`src/rtl/pcc_pkg.sv`:
```
`default_nettype none
package pcc_pkg;

	typedef struct packed {
		logic [7:0] ext;
		logic [3:0] n;
		logic [3:0] nr;
		logic [3:0] nl;
		logic [3:0] q1;
		logic [3:0] q2;
		logic [3:0] q3;
		logic [3:0] nj;
	} digits_t;

	typedef struct packed {
		logic signed [12:0] three_charge;
		logic [3:0]         total_spin;
		logic [3:0]         spin_s;
		logic [3:0]         orbital_l;
		logic [6:0]         fundamental_code;
		logic [9:0]         atomic_number;
		logic [9:0]         nucleon_number;
		logic [6:0]         lambda_count;
		logic               code_valid;
		logic               standard_model;
		logic [5:0]         class_flags;
		logic [7:0]         quark_mask;
	} result_t;

	localparam int unsigned DataW = 80;
	localparam logic [31:0] CodeMesonA = 32'd480000000;
	localparam logic [31:0] CodeNegB   = 32'hC4FD_CC80; // -990000000

	function automatic logic signed [3:0] chg_tab(input logic [6:0] i);
		logic signed [3:0] r;
		case (i)
			7'd1, 7'd3, 7'd5, 7'd7, 7'd42, 7'd85, 7'd87: r = -4'sd1;
			7'd2, 7'd4, 7'd6, 7'd8, 7'd84, 7'd86:        r = 4'sd2;
			7'd9:                                         r = 4'sd6;
			7'd11, 7'd13, 7'd15, 7'd17:                   r = -4'sd3;
			7'd24, 7'd34, 7'd37, 7'd44:                   r = 4'sd3;
			default:                                      r = 4'sd0;
		endcase
		return r;
	endfunction

	function automatic logic [2:0] spn_tab(input logic [6:0] i);
		logic [2:0] r;
		case (i)
			7'd1, 7'd2, 7'd3, 7'd4, 7'd5, 7'd6, 7'd7, 7'd8,
			7'd11, 7'd12, 7'd13, 7'd14, 7'd15, 7'd16, 7'd17, 7'd18,
			7'd52:                                        r = 3'd2;
			7'd9, 7'd25, 7'd35, 7'd36, 7'd37, 7'd38, 7'd42,
			7'd45, 7'd46, 7'd51, 7'd54, 7'd56, 7'd57, 7'd58,
			7'd59, 7'd60:                                 r = 3'd1;
			7'd10:                                        r = 3'd4;
			7'd21, 7'd22, 7'd23, 7'd24, 7'd32, 7'd33, 7'd34,
			7'd41, 7'd53, 7'd55, 7'd93:                   r = 3'd3;
			7'd39:                                        r = 3'd5;
			default:                                      r = 3'd0;
		endcase
		return r;
	endfunction

endpackage
`default_nettype wire

```
`src/rtl/pcc_split.sv`:
```
`default_nettype none
// stages 1 to 4: magnitude, then shift and add-3 binary to decimal, eight bits a stage
module pcc_split (
	input  wire logic        clk,
	input  wire logic        en,
	input  wire logic [31:0] code,
	output pcc_pkg::digits_t dig_s4,
	output logic [31:0]      mag_s4,
	output logic             neg_s4
);
	logic [31:0] mag;
	logic [71:0] conv_s1, conv_s2, conv_s3, conv_s4;
	logic [31:0] mag_s1, mag_s2, mag_s3;
	logic        neg_s1, neg_s2, neg_s3;

	// eight shift steps; decimal digits sit in [71:32], binary part below
	function automatic logic [71:0] dabble8(input logic [71:0] v);
		logic [71:0] w;
		w = v;
		for (int s = 0; s < 8; s++) begin
			for (int k = 0; k < 10; k++) begin
				if (w[32+4*k +: 4] >= 4'd5) w[32+4*k +: 4] = w[32+4*k +: 4] + 4'd3;
			end
			w = {w[70:0], 1'b0};
		end
		return w;
	endfunction

	always_comb begin
		mag = code[31] ? (32'd0 - code) : code;
		dig_s4.nj = conv_s4[35:32];
		dig_s4.q3 = conv_s4[39:36];
		dig_s4.q2 = conv_s4[43:40];
		dig_s4.q1 = conv_s4[47:44];
		dig_s4.nl = conv_s4[51:48];
		dig_s4.nr = conv_s4[55:52];
		dig_s4.n  = conv_s4[59:56];
		// magnitude is at most 2^31, so the part above ten million stays below 215
		dig_s4.ext = 8'(conv_s4[71:68]) * 8'd100 + 8'(conv_s4[67:64]) * 8'd10
			+ 8'(conv_s4[63:60]);
	end

	always_ff @(posedge clk) begin
		if (en) begin
			conv_s1 <= dabble8({40'd0, mag});
			mag_s1 <= mag;
			neg_s1 <= code[31];
			conv_s2 <= dabble8(conv_s1);
			mag_s2 <= mag_s1;
			neg_s2 <= neg_s1;
			conv_s3 <= dabble8(conv_s2);
			mag_s3 <= mag_s2;
			neg_s3 <= neg_s2;
			conv_s4 <= dabble8(conv_s3);
			mag_s4 <= mag_s3;
			neg_s4 <= neg_s3;
		end
	end
endmodule
`default_nettype wire

```
`src/rtl/pcc_remap.sv`:
```
`default_nettype none
// stage 5: digit exceptions
module pcc_remap (
	input  wire logic        clk,
	input  wire logic        en,
	input  pcc_pkg::digits_t dig_s4,
	input  wire logic [31:0] mag_s4,
	input  wire logic        neg_s4,
	output pcc_pkg::digits_t dig_s5,
	output logic [31:0]      mag_s5,
	output logic             neg_s5,
	output logic [7:0]       xb_s5,
	output logic             spec_s5
);
	pcc_pkg::digits_t d;
	logic [7:0] xb;
	logic [3:0] t;
	logic [31:0] raw;

	always_comb begin
		d = dig_s4;
		t = 4'd0;
		raw = neg_s4 ? (32'd0 - mag_s4) : mag_s4;
		xb = dig_s4.ext;
		if (xb == 8'd45 || xb == 8'd46 || xb == 8'd47 || xb == 8'd49) xb = 8'd100;
		if (d.q1 == 4'd9) d.q1 = 4'd0;
		if (d.n == 4'd9 && d.nr == 4'd9) begin
			if (d.nl > 4'd3) begin
				t = d.nl;
				d.nl = d.q3;
				d.q3 = t;
				d.nj = d.q1[0] ? 4'd1 : 4'd3;
				d.q1 = 4'd0;
				d.q2 = t;
			end else if (d.nl != 4'd0) begin
				d.nr = 4'd0;
			end else if (d.q2 == 4'd0 && d.q3 > 4'd2) begin
				d.q3 = 4'd0;
				d.nj = 4'd9;
			end
		end else if (d.n == 4'd4 && d.nr == 4'd9 && d.q2 != 4'd0) begin
			d.q3 = d.q2;
		end else if (mag_s4 == 32'd130 || mag_s4 == 32'd310 || mag_s4 == 32'd150
				|| mag_s4 == 32'd510) begin
			d.nl = 4'd1; d.nj = 4'd1;
		end else if (mag_s4 == 32'd10022 || mag_s4 == 32'd20022) begin
			d.nl = 4'd0;
		end else if (d.ext == 8'd45 || d.ext == 8'd46 || d.ext == 8'd47
				|| d.ext == 8'd49) begin
			d = '0;
			d.ext = 8'd100;
			d.nl = (dig_s4.ext == 8'd47 || dig_s4.ext == 8'd49) ? 4'd2 : 4'd1;
			case (dig_s4.ext)
				8'd45:   d.q3 = 4'd2;
				8'd46:   d.q3 = 4'd3;
				8'd47:   d.q3 = 4'd4;
				default: d.q3 = 4'd3;
			endcase
		end else if (mag_s4 == 32'd30343) begin
			d.q1 = 4'd2; d.q2 = 4'd3; d.q3 = 4'd1;
		end else if (mag_s4 == 32'd30353) begin
			d.q1 = 4'd2; d.q2 = 4'd3; d.q3 = 4'd2;
		end else if (mag_s4 == 32'd30363) begin
			d.q1 = 4'd2; d.q2 = 4'd3; d.q3 = 4'd3;
		end else if (mag_s4 == 32'd1009002) begin
			d.q1 = 4'd0; d.q3 = 4'd2; d.nj = 4'd1;
		end else if (mag_s4 == 32'd1000542) begin
			d.q1 = 4'd5; d.q2 = 4'd5; d.q3 = 4'd5;
		end else if (mag_s4 == 32'd1000522) begin
			d.q1 = 4'd1; d.q2 = 4'd1; d.q3 = 4'd1;
		end else if (mag_s4 == 32'd1000039) begin
			d.n = 4'd9; d.nr = 4'd9; d.q3 = 4'd1; d.nj = 4'd0;
		end else if (mag_s4 == 32'd3100021) begin
			d.q1 = 4'd1; d.q2 = 4'd1; d.q3 = 4'd2;
		end
	end

	always_ff @(posedge clk) begin
		if (en) begin
			dig_s5 <= d;
			mag_s5 <= mag_s4;
			neg_s5 <= neg_s4;
			xb_s5 <= xb;
			spec_s5 <= raw == pcc_pkg::CodeMesonA || raw == pcc_pkg::CodeNegB;
		end
	end
endmodule
`default_nettype wire

```
`src/rtl/pcc_classify.sv`:
```
`default_nettype none
// stage 6: class, nuclear numbers, spins, charge terms
module pcc_classify (
	input  wire logic        clk,
	input  wire logic        en,
	input  pcc_pkg::digits_t dig_s5,
	input  wire logic [31:0] mag_s5,
	input  wire logic        neg_s5,
	input  wire logic [7:0]  xb_s5,
	input  wire logic        spec_s5,
	output pcc_pkg::result_t res_s6
);
	pcc_pkg::digits_t d;
	pcc_pkg::result_t r;
	logic [6:0] fid;
	logic [9:0] z, an;
	logic sm, mes, bar, diq, nuc, lep, qrk, withq;
	logic signed [12:0] ch;
	logic signed [4:0] c1, c2, c3;
	logic [2:0] sp;

	always_comb begin
		d = dig_s5;
		r = '0;
		fid = (d.ext == 8'd0 && d.nl == 4'd0 && d.q1 == 4'd0 && d.q2 == 4'd0)
			? 7'(10 * d.q3 + d.nj) : 7'd0;
		z = 10'(d.n * 100 + d.nr * 10 + d.nl);
		an = 10'(d.q1 * 100 + d.q2 * 10 + d.q3);
		if (xb_s5 < 8'd100) begin
			z = '0; an = '0;
		end
		sm = d.n == 4'd0 || (d.n == 4'd9 && d.nr != 4'd9);
		mes = sm && d.q1 == 4'd0 && d.q2 != 4'd0 && d.q3 != 4'd0 && d.nj != 4'd0
			&& !(neg_s5 && d.q2 == d.q3);
		bar = sm && d.q1 != 4'd0 && d.q2 != 4'd0 && d.q3 != 4'd0 && d.nj != 4'd0;
		diq = sm && d.q1 != 4'd0 && d.q2 != 4'd0 && d.q3 == 4'd0 && d.nj != 4'd0
			&& !(d.nj == 4'd1 && d.q1 == d.q2);
		nuc = xb_s5 >= 8'd100 && z <= an;
		lep = mag_s5 >= 32'd11 && mag_s5 <= 32'd18;
		qrk = mag_s5 >= 32'd1 && mag_s5 <= 32'd8;
		if (xb_s5 != 8'd0) r.code_valid = spec_s5 || nuc;
		else if (mag_s5 < 32'd100 || mes || bar || diq) r.code_valid = 1'b1;
		else r.code_valid = !sm;
		c1 = 5'(pcc_pkg::chg_tab(7'(d.q1)));
		c2 = 5'(pcc_pkg::chg_tab(7'(d.q2)));
		c3 = 5'(pcc_pkg::chg_tab(7'(d.q3)));
		if (nuc) ch = 13'(3 * z);
		else if (fid != 7'd0) ch = 13'(pcc_pkg::chg_tab(fid));
		else if (d.q1 == 4'd0) begin
			ch = 13'(c2 - c3);
			if (ch < 0) ch = -ch;
		end else ch = 13'(c1 + c2 + c3);
		r.three_charge = neg_s5 ? -ch : ch;
		sp = pcc_pkg::spn_tab(fid);
		if (fid != 7'd0)
			r.total_spin = (d.n >= 4'd1 && d.n <= 4'd3) ? 4'(sp[0]) + 4'd1 : 4'(sp);
		else if (nuc) r.total_spin = 4'(d.q3[0]) + 4'd1;
		else r.total_spin = d.nj;
		if (mes && d.n != 4'd9) begin
			if (d.nj == 4'd1) begin
				r.spin_s = d.nl; r.orbital_l = d.nl;
			end else begin
				r.spin_s = (d.nl == 4'd1) ? 4'd0 : 4'd1;
				if (d.nl == 4'd0) r.orbital_l = (d.nj >= 4'd3) ? (d.nj - 4'd3) >> 1 : 4'd0;
				else if (d.nl == 4'd3) r.orbital_l = 4'((5'(d.nj) + 5'd1) >> 1);
				else r.orbital_l = (d.nj - 4'd1) >> 1;
			end
		end
		withq = xb_s5 == 8'd0 && fid == 7'd0;
		for (int q = 1; q <= 8; q++) begin
			r.quark_mask[q-1] = mag_s5 == 32'(q) || (withq && (d.q1 == 4'(q)
				|| d.q2 == 4'(q) || d.q3 == 4'(q)));
		end
		r.fundamental_code = fid;
		r.atomic_number = z;
		r.nucleon_number = an;
		r.lambda_count = (xb_s5 >= 8'd100) ? 7'(xb_s5 - 8'd100) : 7'd0;
		r.standard_model = sm;
		r.class_flags = {qrk, lep, nuc, diq, bar, mes};
	end

	always_ff @(posedge clk) begin
		if (en) res_s6 <= r;
	end
endmodule
`default_nettype wire

```
`src/rtl/particle_code_classifier_unit.sv`:
```
`default_nettype none
// Decodes one signed particle code per beat into charge, spins, nuclear numbers,
// class flags and quark mask. Fully pipelined over six register stages (four for
// the decimal split, then remap and classify): a beat can be accepted every cycle,
// and each beat passes the split, remap and classify registers in turn before
// it reaches m_tdata; backpressure stalls all stages together.
module particle_code_classifier_unit (
	input  wire logic        clk,
	input  wire logic        arst_n,
	input  wire logic        s_tvalid,
	output logic             s_tready,
	input  wire logic [31:0] s_tdata,  // pid_code
	output logic             m_tvalid,
	input  wire logic        m_tready,
	// three_charge, total_spin, spin_s, orbital_l, fundamental_code,
	// atomic_number, nucleon_number, lambda_count, code_valid, standard_model,
	// class_flags, quark_mask (75 bits, zero pad to 80)
	output logic [pcc_pkg::DataW-1:0] m_tdata
);
	logic en;
	logic v_s1, v_s2, v_s3, v_s4, v_s5, v_s6;
	pcc_pkg::digits_t dig_s4, dig_s5;
	logic [31:0] mag_s4, mag_s5;
	logic neg_s4, neg_s5, spec_s5;
	logic [7:0] xb_s5;
	pcc_pkg::result_t res_s6;

	assign en = !v_s6 || m_tready;
	assign s_tready = en;
	assign m_tvalid = v_s6;

	always_ff @(posedge clk or negedge arst_n) begin
		if (!arst_n) begin
			v_s1 <= 1'b0; v_s2 <= 1'b0; v_s3 <= 1'b0;
			v_s4 <= 1'b0; v_s5 <= 1'b0; v_s6 <= 1'b0;
		end else if (en) begin
			v_s1 <= s_tvalid; v_s2 <= v_s1; v_s3 <= v_s2;
			v_s4 <= v_s3; v_s5 <= v_s4; v_s6 <= v_s5;
		end
	end

	pcc_split u_split (.clk, .en, .code(s_tdata), .dig_s4, .mag_s4, .neg_s4);
	pcc_remap u_remap (.clk, .en, .dig_s4, .mag_s4, .neg_s4,
		.dig_s5, .mag_s5, .neg_s5, .xb_s5, .spec_s5);
	pcc_classify u_cls (.clk, .en, .dig_s5, .mag_s5, .neg_s5, .xb_s5, .spec_s5, .res_s6);

	assign m_tdata = {5'b0, res_s6.quark_mask, res_s6.class_flags, res_s6.standard_model,
		res_s6.code_valid, res_s6.lambda_count, res_s6.nucleon_number,
		res_s6.atomic_number, res_s6.fundamental_code, res_s6.orbital_l,
		res_s6.spin_s, res_s6.total_spin, res_s6.three_charge};

	a_hold: assert property (@(posedge clk) disable iff (!arst_n)
		m_tvalid && !m_tready |=> m_tvalid && $stable(m_tdata))
		else $error("result changed under stall");
	a_ready: assert property (@(posedge clk) disable iff (!arst_n)
		!m_tvalid |-> s_tready) else $error("stalled while output empty");
	a_flow: assert property (@(posedge clk) disable iff (!arst_n)
		s_tvalid && s_tready |=> v_s1) else $error("beat lost at entry");
endmodule
`default_nettype wire

```
`config.mk`:
```
export PLATFORM = sky130hd
export DESIGN_NAME = particle_code_classifier_unit
export DESIGN_NICKNAME = d
export VERILOG_FILES = /design/src/rtl/pcc_pkg.sv /design/src/rtl/pcc_split.sv /design/src/rtl/pcc_remap.sv /design/src/rtl/pcc_classify.sv /design/src/rtl/particle_code_classifier_unit.sv
export SDC_FILE = /design/constraint.sdc
export NUM_CORES = 2
export LEC_CHECK = 0
export BUFFER_PORTS_ARGS = -buffer_cell sky130_fd_sc_hd__buf_2
export CAP_MARGIN = 20
export CORE_MARGIN = 2
export CORE_UTILIZATION = 64
export CTS_CLUSTER_DIAMETER = 80
export DETAILED_ROUTE_END_ITERATION = 16
export PLACE_DENSITY = 0.82
export SKIP_CTS_REPAIR_TIMING = 1
export SYNTH_ARGS = -nofsm -noshare
export SYNTH_HDL_FRONTEND = slang
export SYNTH_SLANG_ARGS = --single-unit
```
`constraint.sdc`:
```
create_clock -name clk -period 21.5 [get_ports clk]
set_input_delay 3.225 -clock clk [delete_from_list [all_inputs] [get_ports clk]]
set_output_delay 3.225 -clock clk [all_outputs]
set_load 0.05 [all_outputs]
```
## Word-level counts from Yosys, hierarchy flattened

Memories as Yosys holds them, arrays and structs flattened. A register that Yosys moved wholly into a read port is not among the register bits.
Index checks and enable logic that the tools add are counted.

| operators by class | value |
|---|---|
| add/subtract/negate cells | 245 |
| $mul | 8 |
| magnitude comparators | 239 |
| eq/ne operators | 86 |
| multiplexer cells | 510 |
| reduce and logical (&&, ||, !) cells | 100 |

Operators with widths:

| kind | number |
|---|---|
| $mux W4 | 412 |
| $ge A4 B3 Y1 const B | 222 |
| $add A4 B2 Y4 const B | 204 |
| $mux W12 | 18 |
| $mux W8 | 23 |
| $eq A32 B15 Y1 const B | 4 |
| $eq A32 B20 Y1 const B | 4 |
| $eq A32 B3 Y1 const B | 4 |
| $mux W3 | 34 |
| $mux W13 | 5 |
| $eq A32 B2 Y1 const B | 2 |
| $eq A32 B8 Y1 const B | 2 |
| $eq A32 B9 Y1 const B | 2 |
| $mux W16 | 4 |
| $mux W32 | 2 |
| $sub A1 B32 Y32 const A | 2 |
| $add A3 B2 Y3 const B | 18 |
| $eq A4 B3 Y1 const B | 13 |
| $logic_or A1 B1 Y1 | 39 |
| $logic_and A1 B1 Y1 | 36 |
| $eq A7 B4 Y1 const B | 5 |
| $eq A32 B1 Y1 const B | 1 |
| $eq A32 B14 Y1 const B | 1 |
| $eq A32 B22 Y1 const B | 1 |
| 70 further kinds | 130 |

| word-level totals | value |
|---|---|
| register bits | 469 |
| memory bits (read-only) | 576 |
| input port bits | 36 |
| word-level logic and storage cells | 1234 |
| memories kept | 4 |

Memory list:

| memory | depth | bits a word | rd ports | clocked after Yosys merged registers in | write ports | RTL line | source |
|---|---|---|---|---|---|---|---|
| (no name shown) | 128 | 3 | 1 | 0 | 0 | pcc_pkg.sv:49 | `case (i)` |
| (no name shown) | 16 | 4 | 1 | 1 | 0 | pcc_pkg.sv:36 | `case (i)` |
| (no name shown) | 16 | 4 | 1 | 1 | 0 | pcc_pkg.sv:36 |  |
| (no name shown) | 16 | 4 | 1 | 1 | 0 | pcc_pkg.sv:36 |  |

## Depth between registers and ports, before layout

| depth | value |
|---|---|
| word-level depth | 33 |
| gate-level depth with buffers | 38 |
| gate-level depth less buffers | 38 |

## Cells and area by module

Synthesis repeated with hierarchy kept, for this count alone.

| unflattened totals | value |
|---|---|
| cells, all modules | 4663 |
| area total of the unflattened synthesis | 40229.8 um^2 |

Modules (own cells, without submodules):

| module | instances | cells each | area an instance (um^2) | seq. area each (um^2) |
|---|---|---|---|---|
| pcc_split | 1 | 3321 | 27460.1 | 6906.6 |
| pcc_classify | 1 | 869 | 7910.1 | 2252.2 |
| pcc_remap | 1 | 453 | 4560.6 | 2342.2 |
| particle_code_classifier_unit | 1 | 20 | 299.0 | 150.1 |

## Worst setup path after synthesis

No wires, ideal clock.

| path | value |
|---|---|
| path type | input port to output port |
| start point | input port m_tready |
| end point | output port s_tready |
| arrival | 14.315 ns |
| data required time | 18.275 ns |
| path slack | 3.960 ns |
| stages | 3 |
| cells stage by stage | nor2b_1 -> inv_1 -> clkbuf_1 |

| between the ends | value |
|---|---|
| cells in the longest elaborated chain, start to end | 1 |

RTL lines:

| item | RTL line | source |
|---|---|---|
| start, declared | particle_code_classifier_unit.sv:14 | `input wire logic m_tready,` |
| $logic_or A1 B1 Y1 | particle_code_classifier_unit.sv:28 | `assign en = !v_s6 \|\| m_tready;` |
| end, declared | particle_code_classifier_unit.sv:11 | `output logic s_tready,` |

No other way between the ends.

## Worst setup path in the final report

| path | value |
|---|---|
| start point | input port s_tdata[10] |
| end point | register u_split.conv_s1[38], data pin |

| between the ends | value |
|---|---|
| cells in the longest elaborated chain, start to end | 16 |

RTL lines:

| item | RTL line | source |
|---|---|---|
| start, declared | particle_code_classifier_unit.sv:12 | `input wire logic [31:0] s_tdata,` |
| $sub A1 B32 Y32 (*) | pcc_split.sv:30 | `mag = code[31] ? (32'd0 - code) : code;` |
| $mux W32 (*) | pcc_split.sv:30 |  |
| via u_split.mag[30] | pcc_split.sv:11 | `logic [31:0] mag;` |
| $add A3 B2 Y4 or $ge A3 B3 Y1 (tied branches) | pcc_split.sv:22 | `if (w[32+4*k +: 4] >= 4'd5) w[32+4*k +: 4] = w[32+4*k +: 4] + 4'd3;` |
| $mux W4 (*) | pcc_split.sv:22 |  |
| $mux W4 (*) | pcc_split.sv:44 | `if (en) begin` |
| $add A4 B2 Y4 or $ge A4 B3 Y1 (tied branches) | pcc_split.sv:22 |  |
| $mux W4 | pcc_split.sv:22 |  |
| $mux W4 | pcc_split.sv:44 |  |
| $ge A4 B3 Y1 or $add A4 B2 Y4 (tied branches) | pcc_split.sv:22 |  |
| $mux W4 | pcc_split.sv:22 |  |
| $mux W4 | pcc_split.sv:44 |  |
| $add A4 B2 Y4 (tied with other cells) | pcc_split.sv:22 |  |
| $mux W4 | pcc_split.sv:22 |  |
| $mux W4 | pcc_split.sv:44 |  |
| $add A4 B2 Y4 or $ge A4 B3 Y1 (tied branches) | pcc_split.sv:22 |  |
| $mux W4 (*) | pcc_split.sv:22 |  |
| end signal, assigned | pcc_split.sv:45 | `conv_s1 <= dabble8({40'd0, mag});` |
| end, declared | pcc_split.sv:12 | `logic [71:0] conv_s1, conv_s2, conv_s3, conv_s4;` |

Mark *: on every way through the listed nets, which the timed path passes. The rest lies on a longest branch. The select of a mux whose other input is x is not followed.
A chain may end at the register's enable or synchronous reset.

==> impl_results.md <==
- Setup Crit Path Kind: primary input to register
- Yosys top cell area share: 29.78%
- DR vias: 34158
- Initial antenna violation count: 0
- Final period util: between 40% and 50%
- Filler cells: 4760
- CTS Buf Count: 46
- Setup TNS: 0 ps
- Largest net degree at the start of global routing: 179
- Setup Skew: 53.20 ps
- Worst setup startpoint: s_tdata[10]
- Arrival @ worst endpoint: 10220 ps
- TritonCTS clock tree: yes
- Seq/Total Area, Yosys: about 30%
- Crit path launch type: primary input
- Max-slew violations: 0
- Worst hold path type: register to register
- Post-layout min period: 9853 ps
- Clock Tree Buf Depth: 3
- Share of cells above drive strength 1: 8.568%
- Number of maximum-capacitance violations: 0
- M3 GR Usage: 3.066%
- Most used cell, CP: ha_1
- FF-to-FF Start: u_split.mag_s1[24]$_DFFE_PN_
- Core Area: 60020 µm²
- CP endpoint: u_split.conv_s1[38]$_DFFE_PN_
- Die Width: 249.6 µm
- Die Ht: between 200 and 250 µm
- Tot GR Track Use: 26.97%
- Syn_area_per_cell: 8.519 µm²
- Met1 Use GR: about a third
- Hold_sp: u_split.mag_s1[15]$_DFFE_PN_
- Grt met2 use: 46.40%
- Post-route DRC: 0
- Remaining global-route overflow: 0
- RR Endpoint: u_split.conv_s2[44]$_DFFE_PN_
- RSZ-0062 raised after global routing: no
- Slowest stage delay, CP: between 500 and 600 ps
- Crit end category: register
- Initial Utilization: 64.34%
- Worst R2R Setup Slack: 13540 ps
- Netlist cell types: 118
- Mapped cell area: 38620 µm²
- Status: complete, no violations
- First-pass GRT wire length: 143600 µm
- Final Hold Viols: 0
- Main area contributors after synthesis: edfxtp_1 (30%), ha_1 (9.0%), o21ai_0 (4.2%)
- Most frequent cell after synthesis: nand2_1
- Die area: just over 60000 µm²
- Root Driver: clkbuf_16
- Final Wtd Congestion: approximately 0.95
- # IOs: between 100 and 150
- Area Growth Syn to Fin: 6.907%
- Placement Rows: 90
- Grt peak-use layer: met2
- Clk pin slew, worst setup/hold paths: roughly 60 ps
- Transition time of the tightest slew-check pin: 1111 ps
- Yosys warns: 0
- DP HPWL: 66130 µm
- #FFs+latches synth: 398
- Max-slew headroom: 25.95%
- Post-synth EDFFs: 383
- Critical Path Fanout Max: 5
- Cell depth of the worst setup path: 30
- Dominant synthesized flop cell: edfxtp_1
- Final setup viols: 0
- Area leader, netlist: edfxtp_1
- Buf/Inv on CP: 4
- Register area: 11830 µm²
- Vias per cell: between 6 and 7
- Ys async rst share: 1.508%
- Clk sinks: just under 400
- CP delay by family, top: simple AND/OR/NAND/NOR gates
- CP required: 21870 ps
- Clk_lat worst skew: 620 ps
- Multi-input gate area: 25060 µm²
- Total Nets Final: 4924
- Antenna Violating Nets Remaining: 0
- Worst-case reg-to-reg path depth: 28
- I/O Buffers: 112
- Number of diodes: 0
- Htree depth: 2
- Peak Freq: 0.1015 GHz
- Vias in the first global route: 30875
- Synth cell count leaders: nand2_1 (402), edfxtp_1 (383), nor2_1 (369)
- Detailed Route Iter0 Violations: 2654
- Drt total wl: just under 90000 µm
- DR pass1 iterations: 6
- Detailed-route wire length per cell: 16.22 µm
- CP max-delay cell: or4_1
- Gate Count Post-Synth: 4533
logic make-up after synthesis:
logic type	Yosys count	synth area share, %
other	1	0.009710
muxes	179	4.954
buffers and inverters	455	4.510
DFF	398	30.64
adders and majority gates	299	10.12
xor gates and xnor gates	229	5.323
and+or+nand+nor	1508	19.21
AOI/OAI and AO/OA	1464	25.24
how the worst min path moves through the flow:
stage | end | slack (ps) | cells after the start
CTS | u_split.mag_s2[15]$_DFFE_PN_ | 410 | 0
floorplan | u_split.mag_s2[0]$_DFFE_PN_ | 400 | 0
global route | u_split.mag_s3[3]$_DFFE_PN_ | 420 | 0
detailed placement | u_split.mag_s3[27]$_DFFE_PN_ | 400 | 0
global placement | u_split.mag_s2[14]$_DFFE_PN_ | 400 | 0
finish | u_split.mag_s2[15]$_DFFE_PN_ | 410 | 0
layer usage:
metal	vias to the layer above	wire length (µm)
met4	0	3412
met1	15880	38090
met3	204	4453
li1	17044	-
met5	-	0
met2	1030	41720
per-stage QoR:
step	cell area [µm²]	hold WS, ps	util [%]	setup slack (ps)	cells
final	41290	411.4	68.79	11650	5404
after detailed placement	39830	404.5	66.35	11030	5322
after global routing	41290	423.5	68.79	11100	5404
after CTS	41270	413.1	68.77	11680	5403
after floorplan	38630	400.3	-	3960	4537
after global placement	39830	401.4	66.35	11300	5322
worst reg2reg max path, delay by kind of cell (launching register included):
kind | cells | cell delay (ps)
AND/OR/NAND/NOR | 5 | 1340
multiplexers | 2 | 910
buffers and inverters | 5 | 650
AO/OA/AOI/OAI | 10 | 2720
adder cells (fa/ha/maj) | 5 | 1120
flip-flops | 1 | 580
XOR/XNOR | 1 | 350
flip-flops by register name, summed over array words and instances (netlist names), 8 cells and up:
register         flops
u_remap.mag_s5      32
u_split.mag_s1      32
u_cls.res_s6        75
u_split.conv_s1      9
u_split.mag_s4      32
u_split.mag_s2      32
u_split.conv_s2     20
u_remap.dig_s5      36
u_remap.xb_s5        8
u_split.mag_s3      32
u_split.conv_s4     39
u_split.conv_s3     30
final cells by class:
class | instances | area share, %
Clock inverter | 25 | 0.5516
Sequential cell | 398 | 28.66
Clock buffer | 56 | 2.955
Timing Repair Buffer | 131 | 1.746
Tap cell | 782 | 2.370
Inverter | 328 | 3.012
Multi-Input combinational cell | 3684 | 60.71
placed cells by master, fill, tap and decap left out, drive strengths merged, types with 66 or more instances in the layout:
master,count
o21ai,366
mux2,85
inv,329
nor2,370
ha,277
nand2,404
nor3,117
nand3,118
buf,130
edfxtp,383
a21oi,314
a21o,73
mux2i,94
xnor2,166
nor2b,66
nand2b,93
Power is not shown: default switching activity piles up to over one toggle a cycle in this logic, so the estimate is an artifact.
